<file path="config.mk">
export PLATFORM = sky130hd
export DESIGN_NAME = alarm_loop_zone_classifier_flat
export DESIGN_NICKNAME = d
export VERILOG_FILES = /design/src/rtl/core/alzc_pkg.sv /design/src/rtl/core/alzc_if.sv /design/src/rtl/core/alzc_ram.sv /design/src/rtl/core/alzc_zone.sv /design/src/rtl/core/alzc_update.sv /design/src/rtl/core/alarm_loop_zone_classifier.sv /design/src/flat_wrapper.sv
export VERILOG_INCLUDE_DIRS = /design/src /design/src/rtl/core
export SDC_FILE = /design/constraint.sdc
export NUM_CORES = 2
export LEC_CHECK = 0
export BUFFER_PORTS_ARGS = -buffer_cell sky130_fd_sc_hd__buf_2
export CAP_MARGIN = 20
export CORE_MARGIN = 2
export CORE_UTILIZATION = 40
export CTS_CLUSTER_DIAMETER = 100
export DETAILED_ROUTE_END_ITERATION = 7
export REMOVE_ABC_BUFFERS = 1
export SLEW_MARGIN = 20
export SYNTH_ARGS = -nofsm -noshare
export SYNTH_HDL_FRONTEND = slang
export SYNTH_SLANG_ARGS = --single-unit
</file>
<file path="constraint.sdc">
create_clock -name clk -period 14.9 [get_ports clk]
set_input_delay 0.745 -clock clk [delete_from_list [all_inputs] [get_ports clk]]
set_output_delay 0.745 -clock clk [all_outputs]
set_load 0.05 [all_outputs]
</file>
<file path="src/rtl/core/alarm_loop_zone_classifier_macros.svh">
// Assertion macros shared by the RTL.
`ifndef ALARM_LOOP_ZONE_CLASSIFIER_MACROS_SVH
`define ALARM_LOOP_ZONE_CLASSIFIER_MACROS_SVH
`ifndef SYNTHESIS
`define ALZC_ASSERT(lbl, expr) \
  lbl: assert property (@(posedge clk) disable iff (!rst_n) (expr)) \
    else $error("alzc assertion failed");
`define ALZC_ASSERT_NEXT(lbl, ante, cons) \
  lbl: assert property (@(posedge clk) disable iff (!rst_n) (ante) |=> (cons)) \
    else $error("alzc assertion failed");
`else
`define ALZC_ASSERT(lbl, expr)
`define ALZC_ASSERT_NEXT(lbl, ante, cons)
`endif
`endif

</file>
<file path="src/rtl/core/alzc_pkg.sv">
package alzc_pkg;

  localparam int CHAN_W     = 4;
  localparam int MASK_BITS  = 15;
  localparam int RATIO_W    = 16;
  localparam int CNT_W      = 8;
  localparam int CFG_IDX_W  = 3;
  localparam int CFG_DATA_W = 16;

  localparam logic [CFG_IDX_W-1:0] CFG_ENABLE_MASK  = 3'd0;
  localparam logic [CFG_IDX_W-1:0] CFG_SHORT_RATIO  = 3'd1;
  localparam logic [CFG_IDX_W-1:0] CFG_NORMAL_RATIO = 3'd2;
  localparam logic [CFG_IDX_W-1:0] CFG_TAMPER_RATIO = 3'd3;
  localparam logic [CFG_IDX_W-1:0] CFG_REPEAT_COUNT = 3'd4;

  localparam logic [MASK_BITS-1:0] RST_ENABLE_MASK  = 15'd0;
  localparam logic [RATIO_W-1:0]   RST_SHORT_RATIO  = 16'd54395;
  localparam logic [RATIO_W-1:0]   RST_NORMAL_RATIO = 16'd33915;
  localparam logic [RATIO_W-1:0]   RST_TAMPER_RATIO = 16'd12288;
  localparam logic [CNT_W-1:0]     RST_REPEAT_COUNT = 8'd240;

  typedef enum logic [2:0] {
    ST_NORMAL    = 3'd0,
    ST_SHORTED   = 3'd1,
    ST_TRIGGERED = 3'd2,
    ST_TAMPER    = 3'd3,
    ST_ERROR     = 3'd4
  } loop_state_t;

  typedef struct packed {
    logic [RATIO_W-1:0] short_ratio;
    logic [RATIO_W-1:0] normal_ratio;
    logic [RATIO_W-1:0] tamper_ratio;
  } ratios_t;

  typedef struct packed {
    logic             prev_abnormal;
    loop_state_t      reported_state;
    logic [CNT_W-1:0] repeat_counter;
  } ent_t;

  typedef struct packed {
    logic        emit;
    logic        periodic;
    loop_state_t shown;
  } upd_t;

endpackage

</file>
<file path="src/rtl/core/alzc_if.sv">
interface alzc_in_if #(
  parameter int SAMPLE_BITS = 12
);
  logic                          valid;
  logic                          ready;
  logic [alzc_pkg::CHAN_W-1:0]   channel;
  logic [SAMPLE_BITS-1:0]        sample_value;
  logic [SAMPLE_BITS-1:0]        reference_value;

  modport source (output valid, channel, sample_value, reference_value, input ready);
  modport sink   (input valid, channel, sample_value, reference_value, output ready);
endinterface

interface alzc_out_if;
  logic                        valid;
  logic                        ready;
  logic [alzc_pkg::CHAN_W-1:0] report_channel;
  logic [2:0]                  loop_state;
  logic                        not_normal;
  logic                        periodic;

  modport source (output valid, report_channel, loop_state, not_normal, periodic,
                  input ready);
  modport sink   (input valid, report_channel, loop_state, not_normal, periodic,
                  output ready);
endinterface

interface alzc_cfg_if;
  logic                            valid;
  logic                            ready;
  logic [alzc_pkg::CFG_IDX_W-1:0]  index;
  logic [alzc_pkg::CFG_DATA_W-1:0] data;

  modport source (output valid, index, data, input ready);
  modport sink   (input valid, index, data, output ready);
endinterface

</file>
<file path="src/rtl/core/alzc_ram.sv">
module alzc_ram #(
  parameter int WIDTH = 12,
  parameter int DEPTH = 15
) (
  input  logic                                   clk,
  input  logic                                   we,
  input  logic [(DEPTH > 1 ? $clog2(DEPTH) : 1)-1:0] waddr,
  input  logic [WIDTH-1:0]                       wdata,
  input  logic                                   re,
  input  logic [(DEPTH > 1 ? $clog2(DEPTH) : 1)-1:0] raddr,
  output logic [WIDTH-1:0]                       rdata
);

  logic [WIDTH-1:0] mem [DEPTH];
  logic [WIDTH-1:0] rdata_r;

  always_ff @(posedge clk) begin
    if (we) begin
      mem[waddr] <= wdata;
    end
    if (re) begin
      rdata_r <= mem[raddr];
    end
  end

  assign rdata = rdata_r;

endmodule

</file>
<file path="src/rtl/core/alzc_zone.sv">
module alzc_zone #(
  parameter int SAMPLE_BITS = 12
) (
  input  logic                  clk,
  input  logic                  load,
  input  logic [SAMPLE_BITS-1:0] smp,
  input  logic [SAMPLE_BITS-1:0] refv,
  input  alzc_pkg::ratios_t     ratios,
  output alzc_pkg::loop_state_t zone
);

  localparam int PW = alzc_pkg::RATIO_W + SAMPLE_BITS;

  logic [PW-1:0] scaled_r, t_short_r, t_norm_r, t_tamp_r;
  logic          le_r;

  always_ff @(posedge clk) begin
    if (load) begin
      scaled_r  <= {smp, {alzc_pkg::RATIO_W{1'b0}}};
      t_short_r <= PW'(ratios.short_ratio) * PW'(refv);
      t_norm_r  <= PW'(ratios.normal_ratio) * PW'(refv);
      t_tamp_r  <= PW'(ratios.tamper_ratio) * PW'(refv);
      le_r      <= (smp <= refv);
    end
  end

  always_comb begin
    if (le_r && scaled_r > t_short_r) begin
      zone = alzc_pkg::ST_SHORTED;
    end else if (scaled_r <= t_short_r && scaled_r > t_norm_r) begin
      zone = alzc_pkg::ST_NORMAL;
    end else if (scaled_r <= t_norm_r && scaled_r > t_tamp_r) begin
      zone = alzc_pkg::ST_TRIGGERED;
    end else if (scaled_r <= t_tamp_r) begin
      zone = alzc_pkg::ST_TAMPER;
    end else begin
      zone = alzc_pkg::ST_ERROR;
    end
  end

endmodule

</file>
<file path="src/rtl/core/alzc_update.sv">
module alzc_update (
  input  alzc_pkg::ent_t              old_ent,
  input  alzc_pkg::loop_state_t       zone,
  input  logic [alzc_pkg::CNT_W-1:0]  repeat_count,
  output alzc_pkg::ent_t              new_ent,
  output alzc_pkg::upd_t              upd
);

  logic [alzc_pkg::CNT_W-1:0] cnt_inc;
  alzc_pkg::loop_state_t      shown;

  always_comb begin
    cnt_inc = old_ent.repeat_counter + 1'b1;
    shown   = alzc_pkg::ST_NORMAL;
    if (zone != alzc_pkg::ST_NORMAL && old_ent.prev_abnormal) begin
      shown = zone;
    end
    new_ent.prev_abnormal  = (zone != alzc_pkg::ST_NORMAL);
    new_ent.reported_state = shown;
    upd.shown              = shown;
    if (old_ent.reported_state != shown) begin
      new_ent.repeat_counter = '0;
      upd.emit               = 1'b1;
      upd.periodic           = 1'b0;
    end else if (cnt_inc < repeat_count) begin
      new_ent.repeat_counter = cnt_inc;
      upd.emit               = 1'b0;
      upd.periodic           = 1'b0;
    end else begin
      new_ent.repeat_counter = '0;
      upd.emit               = 1'b1;
      upd.periodic           = 1'b1;
    end
  end

endmodule

</file>
<file path="src/rtl/core/alarm_loop_zone_classifier.sv">
// Channel  Dir  Fields
// in_if    in   channel, sample_value, reference_value
// out_if   out  report_channel, loop_state, not_normal, periodic
// cfg_if   in   index, data (always ready)
//
// One item per cycle sustained while out_if does not stall; out_if.valid is set when the
// read-modify-write stage emits a report. The per-channel state RAM is read at accept and
// written back as that stage fires; a one-entry bypass covers an item that follows its own
// channel directly. Synchronous active-low reset clears the per-channel valid bits, so all
// state reads as reset at once. A stalled out_if holds the update stage and in_if.ready.
`include "alarm_loop_zone_classifier_macros.svh"

module alarm_loop_zone_classifier #(
  parameter int NUM_CHANNELS = 15,
  parameter int SAMPLE_BITS  = 12
) (
  input  logic        clk,
  input  logic        rst_n,
  alzc_in_if.sink     in_if,
  alzc_out_if.source  out_if,
  alzc_cfg_if.sink    cfg_if
);

  localparam int AW = NUM_CHANNELS > 1 ? $clog2(NUM_CHANNELS) : 1;
  localparam int EW = $bits(alzc_pkg::ent_t);

  logic [alzc_pkg::MASK_BITS-1:0] mask_r;
  alzc_pkg::ratios_t              ratios_r;
  logic [alzc_pkg::CNT_W-1:0]     repeat_count_r;

  logic                        in_acc, s1_adv, s1_fire, wr_en, in_en;
  logic [4:0]                  in_ch_ext;
  logic [AW-1:0]               in_addr;
  logic [alzc_pkg::MASK_BITS:0] mask_ext;

  logic                        s1_valid_r, s1_en_r, rd_vld_r;
  logic [alzc_pkg::CHAN_W-1:0] s1_ch_r;
  logic [AW-1:0]               s1_addr_r;

  logic                        lw_valid_r;
  logic [AW-1:0]               lw_addr_r;
  alzc_pkg::ent_t              lw_data_r;
  logic [(1 << AW)-1:0]        vld_r;

  logic [EW-1:0]               rdata;
  logic                        fwd_hit;
  alzc_pkg::ent_t              old_ent, new_ent;
  alzc_pkg::upd_t              upd;
  alzc_pkg::loop_state_t       zone;

  logic                        out_valid_r;
  logic [alzc_pkg::CHAN_W-1:0] out_ch_r;
  alzc_pkg::loop_state_t       out_state_r;
  logic                        out_periodic_r;

  // configuration
  assign cfg_if.ready = 1'b1;

  always_ff @(posedge clk) begin
    if (!rst_n) begin
      mask_r                <= alzc_pkg::RST_ENABLE_MASK;
      ratios_r.short_ratio  <= alzc_pkg::RST_SHORT_RATIO;
      ratios_r.normal_ratio <= alzc_pkg::RST_NORMAL_RATIO;
      ratios_r.tamper_ratio <= alzc_pkg::RST_TAMPER_RATIO;
      repeat_count_r        <= alzc_pkg::RST_REPEAT_COUNT;
    end else if (cfg_if.valid) begin
      unique case (cfg_if.index)
        alzc_pkg::CFG_ENABLE_MASK:  mask_r <= cfg_if.data[alzc_pkg::MASK_BITS-1:0];
        alzc_pkg::CFG_SHORT_RATIO:  ratios_r.short_ratio <= cfg_if.data;
        alzc_pkg::CFG_NORMAL_RATIO: ratios_r.normal_ratio <= cfg_if.data;
        alzc_pkg::CFG_TAMPER_RATIO: ratios_r.tamper_ratio <= cfg_if.data;
        alzc_pkg::CFG_REPEAT_COUNT: repeat_count_r <= cfg_if.data[alzc_pkg::CNT_W-1:0];
        default: ;
      endcase
    end
  end

  // accept stage
  assign s1_adv      = !out_valid_r || out_if.ready;
  assign in_if.ready = !s1_valid_r || s1_adv;
  assign in_acc      = in_if.valid && in_if.ready;
  assign in_ch_ext   = {1'b0, in_if.channel};
  assign in_addr     = in_ch_ext[AW-1:0];
  assign mask_ext    = {1'b0, mask_r};
  assign in_en       = ({1'b0, in_ch_ext} < 6'(NUM_CHANNELS)) &&
                       (in_if.channel < 4'(alzc_pkg::MASK_BITS)) &&
                       mask_ext[in_if.channel];

  alzc_zone #(.SAMPLE_BITS(SAMPLE_BITS)) u_zone (
    .clk    (clk),
    .load   (in_acc),
    .smp    (in_if.sample_value),
    .refv   (in_if.reference_value),
    .ratios (ratios_r),
    .zone   (zone)
  );

  alzc_ram #(.WIDTH(EW), .DEPTH(NUM_CHANNELS)) u_ram (
    .clk   (clk),
    .we    (wr_en),
    .waddr (s1_addr_r),
    .wdata (new_ent),
    .re    (in_acc),
    .raddr (in_addr),
    .rdata (rdata)
  );

  always_ff @(posedge clk) begin
    if (!rst_n) begin
      s1_valid_r <= 1'b0;
    end else if (in_acc) begin
      s1_valid_r <= 1'b1;
    end else if (s1_adv) begin
      s1_valid_r <= 1'b0;
    end
  end

  always_ff @(posedge clk) begin
    if (in_acc) begin
      s1_en_r   <= in_en;
      s1_ch_r   <= in_if.channel;
      s1_addr_r <= in_addr;
      rd_vld_r  <= in_en && vld_r[in_addr];
    end
  end

  // read-modify-write stage
  assign s1_fire = s1_valid_r && s1_adv;
  assign wr_en   = s1_fire && s1_en_r;
  assign fwd_hit = lw_valid_r && (lw_addr_r == s1_addr_r);

  always_comb begin
    if (fwd_hit) begin
      old_ent = lw_data_r;
    end else if (rd_vld_r) begin
      old_ent = alzc_pkg::ent_t'(rdata);
    end else begin
      old_ent = '0;
    end
  end

  alzc_update u_update (
    .old_ent      (old_ent),
    .zone         (zone),
    .repeat_count (repeat_count_r),
    .new_ent      (new_ent),
    .upd          (upd)
  );

  always_ff @(posedge clk) begin
    if (!rst_n) begin
      lw_valid_r <= 1'b0;
      vld_r      <= '0;
    end else if (wr_en) begin
      lw_valid_r        <= 1'b1;
      vld_r[s1_addr_r]  <= 1'b1;
    end
  end

  always_ff @(posedge clk) begin
    if (wr_en) begin
      lw_addr_r <= s1_addr_r;
      lw_data_r <= new_ent;
    end
  end

  // output register
  always_ff @(posedge clk) begin
    if (!rst_n) begin
      out_valid_r <= 1'b0;
    end else if (wr_en && upd.emit) begin
      out_valid_r <= 1'b1;
    end else if (out_if.ready) begin
      out_valid_r <= 1'b0;
    end
  end

  always_ff @(posedge clk) begin
    if (wr_en && upd.emit) begin
      out_ch_r       <= s1_ch_r;
      out_state_r    <= upd.shown;
      out_periodic_r <= upd.periodic;
    end
  end

  assign out_if.valid          = out_valid_r;
  assign out_if.report_channel = out_ch_r;
  assign out_if.loop_state     = out_state_r;
  assign out_if.not_normal     = (out_state_r != alzc_pkg::ST_NORMAL);
  assign out_if.periodic       = out_periodic_r;

  `ALZC_ASSERT(a_wr_in_range, !wr_en || ({2'b0, s1_ch_r} < 6'(NUM_CHANNELS)))
  `ALZC_ASSERT_NEXT(a_emit_shows, wr_en && upd.emit, out_valid_r)
  `ALZC_ASSERT_NEXT(a_bypass, wr_en && in_acc && in_en && (in_addr == s1_addr_r), fwd_hit)
  `ALZC_ASSERT(a_stall_holds, !(out_valid_r && !out_if.ready && s1_valid_r) || !in_if.ready)

endmodule

</file>
<file path="src/flat_wrapper.sv">
// flat-port wrapper written by rule: the top's interface ports become plain ports
module alarm_loop_zone_classifier_flat 
#(
  parameter int NUM_CHANNELS = 15,
  parameter int SAMPLE_BITS  = 12
)
  (clk, rst_n, in_if_valid, in_if_channel, in_if_sample_value, in_if_reference_value, in_if_ready, out_if_valid, out_if_report_channel, out_if_loop_state, out_if_not_normal, out_if_periodic, out_if_ready, cfg_if_valid, cfg_if_index, cfg_if_data, cfg_if_ready);
  alzc_in_if #(.SAMPLE_BITS(SAMPLE_BITS)) in_if_i ();
  alzc_out_if out_if_i ();
  alzc_cfg_if cfg_if_i ();
  input  logic clk;
  input  logic rst_n;
  input wire logic [$bits(in_if_i.valid)-1:0] in_if_valid;
  input wire logic [$bits(in_if_i.channel)-1:0] in_if_channel;
  input wire logic [$bits(in_if_i.sample_value)-1:0] in_if_sample_value;
  input wire logic [$bits(in_if_i.reference_value)-1:0] in_if_reference_value;
  output wire logic [$bits(in_if_i.ready)-1:0] in_if_ready;
  output wire logic [$bits(out_if_i.valid)-1:0] out_if_valid;
  output wire logic [$bits(out_if_i.report_channel)-1:0] out_if_report_channel;
  output wire logic [$bits(out_if_i.loop_state)-1:0] out_if_loop_state;
  output wire logic [$bits(out_if_i.not_normal)-1:0] out_if_not_normal;
  output wire logic [$bits(out_if_i.periodic)-1:0] out_if_periodic;
  input wire logic [$bits(out_if_i.ready)-1:0] out_if_ready;
  input wire logic [$bits(cfg_if_i.valid)-1:0] cfg_if_valid;
  input wire logic [$bits(cfg_if_i.index)-1:0] cfg_if_index;
  input wire logic [$bits(cfg_if_i.data)-1:0] cfg_if_data;
  output wire logic [$bits(cfg_if_i.ready)-1:0] cfg_if_ready;
  assign in_if_i.valid = in_if_valid;
  assign in_if_i.channel = in_if_channel;
  assign in_if_i.sample_value = in_if_sample_value;
  assign in_if_i.reference_value = in_if_reference_value;
  assign in_if_ready = in_if_i.ready;
  assign out_if_valid = out_if_i.valid;
  assign out_if_report_channel = out_if_i.report_channel;
  assign out_if_loop_state = out_if_i.loop_state;
  assign out_if_not_normal = out_if_i.not_normal;
  assign out_if_periodic = out_if_i.periodic;
  assign out_if_i.ready = out_if_ready;
  assign cfg_if_i.valid = cfg_if_valid;
  assign cfg_if_i.index = cfg_if_index;
  assign cfg_if_i.data = cfg_if_data;
  assign cfg_if_ready = cfg_if_i.ready;
  alarm_loop_zone_classifier #(.NUM_CHANNELS(NUM_CHANNELS), .SAMPLE_BITS(SAMPLE_BITS)) u_core (.clk(clk), .rst_n(rst_n), .in_if(in_if_i), .out_if(out_if_i), .cfg_if(cfg_if_i));
endmodule
</file>
==> run metrics <==
Congestion Overflow GR 0; r2r startpoint u_core.ratios_r[23]; WS Path Type in2reg; Worst Setup Start Kind primary input; Synth area leaders edfxtp_1, fa_1, ha_1, inv_1, nand2_1; Post-CTS Setup Inserts 0; Post-CTS Resized 0; final core utilization 43.9%; Primary FF master, synth edfxtp_1; global-route wire length before repair 129000 um; status complete, no violations; Peak VDD IR 0.000157 V; Port Buffers 62; vias 23154; Most Frequent Cell on Critical Path fa_1; crit path DAT 6.79 ns; total global-route track usage 18.5%; Die Y 299 um; CTS tree yes; cts bufs inserted 50; depth of the most critical reg-to-reg path 18; worst slew pin tran 1.12 ns; Reg area 11400 um2; Synth async-reset ratio 0%; CTS root buffer clkbuf_16; vias in the first global route 23072; Worst R2R End u_core.u_zone.t_norm_r[27]; Hold Path Class in2reg; IO Pins 64; Synth Register Bits 409; Min-Delay Endpoint u_core.u_zone.scaled_r[21]; number of synthesized flops with an enable pin 319; Final ANT Viol Nets 0; Leak 0.0170 uW; Chip Width 299 um; largest net degree at the start of global routing 91; drt pass-1 iters 5; min cycle time layout 6.46 ns; hold depth 1; area grow syn2layout 8.92%; max-slew violations 0; DRT iter0 DRCs 1434; # rows 108; Yosys Warn Count 0; Slew HR 25.3%; Worst Setup End Kind flop; CTS clk-pin slew, worst paths 0.06 ns; Multi-input gate area 20600 um2; largest family of logic cells by synthesized area adder cells; dpl hpwl 57500 um; crit-path leading delay family adder cells; Synth Area in XOR/XNOR 1.83%; Hold Crit Start in_if_sample_value[5]; fin nets 4082; WP buf/inv 5; Initial Util 40.3%; mux cell area share after synthesis 3.45%; final standard cell area without fillers 38000 um2; FMAX 155 MHz; Synth Area in Simple Gates 13.9%; Final setup viols 0; Final Hold Viols 0; initial antenna violation count 4; Gate Count Post-Synth 3375; CTS max path bufs 3; r2r setup slk 8.58 ns; top cell type's share of synthesized area 27.5%; fraction of layout cells with a size suffix above 1 7.39%; Tcrit/Tclk final 43.3%; area leader, netlist edfxtp_1; crit-path max cell delay 0.59 ns; drt via density 5.09; P per Cell Area 139 nW/um2; CP max-delay cell fa_1; # clock sinks 409; CP Cell Sequence buf_2, buf_4, nand2_1, fa_1, fa_1, fa_1, inv_1, fa_1, inv_1, fa_1, inv_1, ha_1, a211oi_1, o211ai_1, a31oi_1, a21oi_1, o41ai_1, o2111ai_1, a21oi_1, xnor2_1; crit path max fanout 49; Setup Skew 0.0383 ns; Netlist cell types 73; Synth Area in Compound Gates 6.61%; Synth Area per Inst 10.3 um2; total negative slack 0 ns; Skew-Pair Late Insertion Delay 0.62 ns; max_cap viols 0; Die ar. 89600 um2; Hold-fix buffers, CTS 0; H-tree levels 2; GP Congestion 0.816; final WL 81200 um; Core Area 86600 um2; RSZ-0062 raised after global routing false; Post-DP Area 36300 um2; adder-cell share of the synthesized area 33.2%; DRC Markers 0; WL/cell 17.8 um; sequential-to-total area share from yosys stat 32.6%; Fillers 8239; mapped cell area 34900 um2; WP data required 15.24 ns; antenna cells 0
## cell usage after synthesis, drive strengths merged (14+ instances only)
master  instances
o21a           29
nand2b         14
inv           614
mux2i          19
ha            254
nor3           21
a21o           23
nor4           15
and2          217
nand2         570
a21boi         50
mux4           45
nand4          15
a21oi          95
o21ai          52
nor2           67
fa            420
xnor2          53
clkbuf        149
edfxtp        319
nor2b          32
dfxtp          90
nand3          39
o211ai         19
xor2           19
a211oi         25
## per-stage QoR
| step | hold WS (ns) | worst slack, ns | instances | power [uW] |
|---|---|---|---|---|
| 6_report | 0.339 | 8.44 | 4552 | 5270 |
| 5_1_grt | 0.317 | 8.19 | 4552 | 5760 |
| 4_1_cts | 0.309 | 8.54 | 4552 | 5330 |
| 3_5_place_dp | 0.451 | 7.92 | 4459 | 4060 |
| 3_3_place_gp | 0.442 | 7.92 | 4459 | 4050 |
| 2_1_floorplan | 0.432 | 9.30 | 3213 | 3430 |
## how the worst max path moves through the flow
stage                                  to  depth (start not counted)  slack (ns)                      from
2_1_floorplan  u_core.u_zone.t_norm_r[27]                         18        9.30  in_if_reference_value[3]
3_3_place_gp   u_core.u_zone.t_norm_r[27]                         20        7.92  in_if_reference_value[3]
3_5_place_dp   u_core.u_zone.t_norm_r[27]                         20        7.92  in_if_reference_value[3]
4_1_cts        u_core.u_zone.t_norm_r[27]                         20        8.54  in_if_reference_value[3]
5_1_grt        u_core.u_zone.t_norm_r[27]                         20        8.19  in_if_reference_value[3]
6_report       u_core.u_zone.t_norm_r[27]                         20        8.44  in_if_reference_value[3]
## report_power, final
| part | internal, uW | leakage (uW) | total (uW) | switching, uW |
|---|---|---|---|---|
| clock network | 714 | 0.000809 | 1240 | 525 |
| registers | 1470 | 0.00378 | 1520 | 50.6 |
| logic | 1040 | 0.0124 | 2500 | 1470 |
## metal layers
metal	global-route usage [%]	wire (um)	vias up
li1	-	-	10768
met1	25.6	36400	11765
met2	30.2	38600	519
met3	3.24	4620	96
met4	4.51	1670	6
met5	0	26	-
## layout make-up
type | count | share of cell area, %
Clock buffer | 59 | 3.46
Clock inverter | 34 | 1.01
Inverter | 614 | 6.06
Multi-Input combinational cell | 2190 | 54.3
Sequential cell | 409 | 29.9
Tap cell | 1155 | 3.80
Timing Repair Buffer | 91 | 1.40
## worst reg2reg max path: stages, from the launching register on
cell and delay [ns]:
dfxtp_1 0.68, nand2_1 0.17, fa_1 0.59, fa_1 0.45, fa_1 0.55, inv_1 0.05
fa_1 0.47, inv_1 0.05, fa_1 0.47, inv_1 0.04, ha_1 0.30, a211oi_1 0.39
o211ai_1 0.22, a31oi_1 0.40, a21oi_1 0.17, o41ai_1 0.57, o2111ai_1 0.21, a21oi_1 0.20
xnor2_1 0.07
## registers in the layout, summed over array words and instances, names as in the netlist, 3 cells and up
name                          cells
u_core.s1_ch_r                    4
u_core.ratios_r                  48
u_core.out_if.report_channel      4
u_core.u_zone.t_short_r          28
u_core.mask_r                    15
u_core.u_zone.t_tamp_r           28
u_core.vld_r                     16
u_core.u_zone.t_norm_r           28
u_core.u_zone.scaled_r           12
u_core.u_ram.mem                180
u_core.repeat_count_r             8
u_core.lw_data_r                 12
u_core.lw_addr_r                  4
u_core.out_if.loop_state          3
u_core.u_ram.rdata               12
## kinds of logic after synthesis
family,after synthesis
flops,409
compound gates,347
simple gates,1032
buf+inv,776
other cells,1
mux,64
fa+ha+maj,674
xor+xnor,72
## cell usage in the layout (no fill, tap or decap), types with 24 or more instances in the layout
cell type  netlist  layout
nor2_1          67      57
o21a_1          29      29
a21boi_0        50      50
clkbuf_16        0      51
and2_1         216     215
dfxtp_1         90      90
edfxtp_1       319     319
fa_1           420     420
xnor2_1         53      53
mux4_2          45      45
a21oi_1         95      95
nand3_1         39      39
o21ai_0         51      51
a211oi_1        24      24
inv_1          614     614
buf_2           10      61
nor2b_1         32      28
ha_1           254     254
buf_4            1      30
nand2_1        570     570
Power figures use the tool's default switching activity.
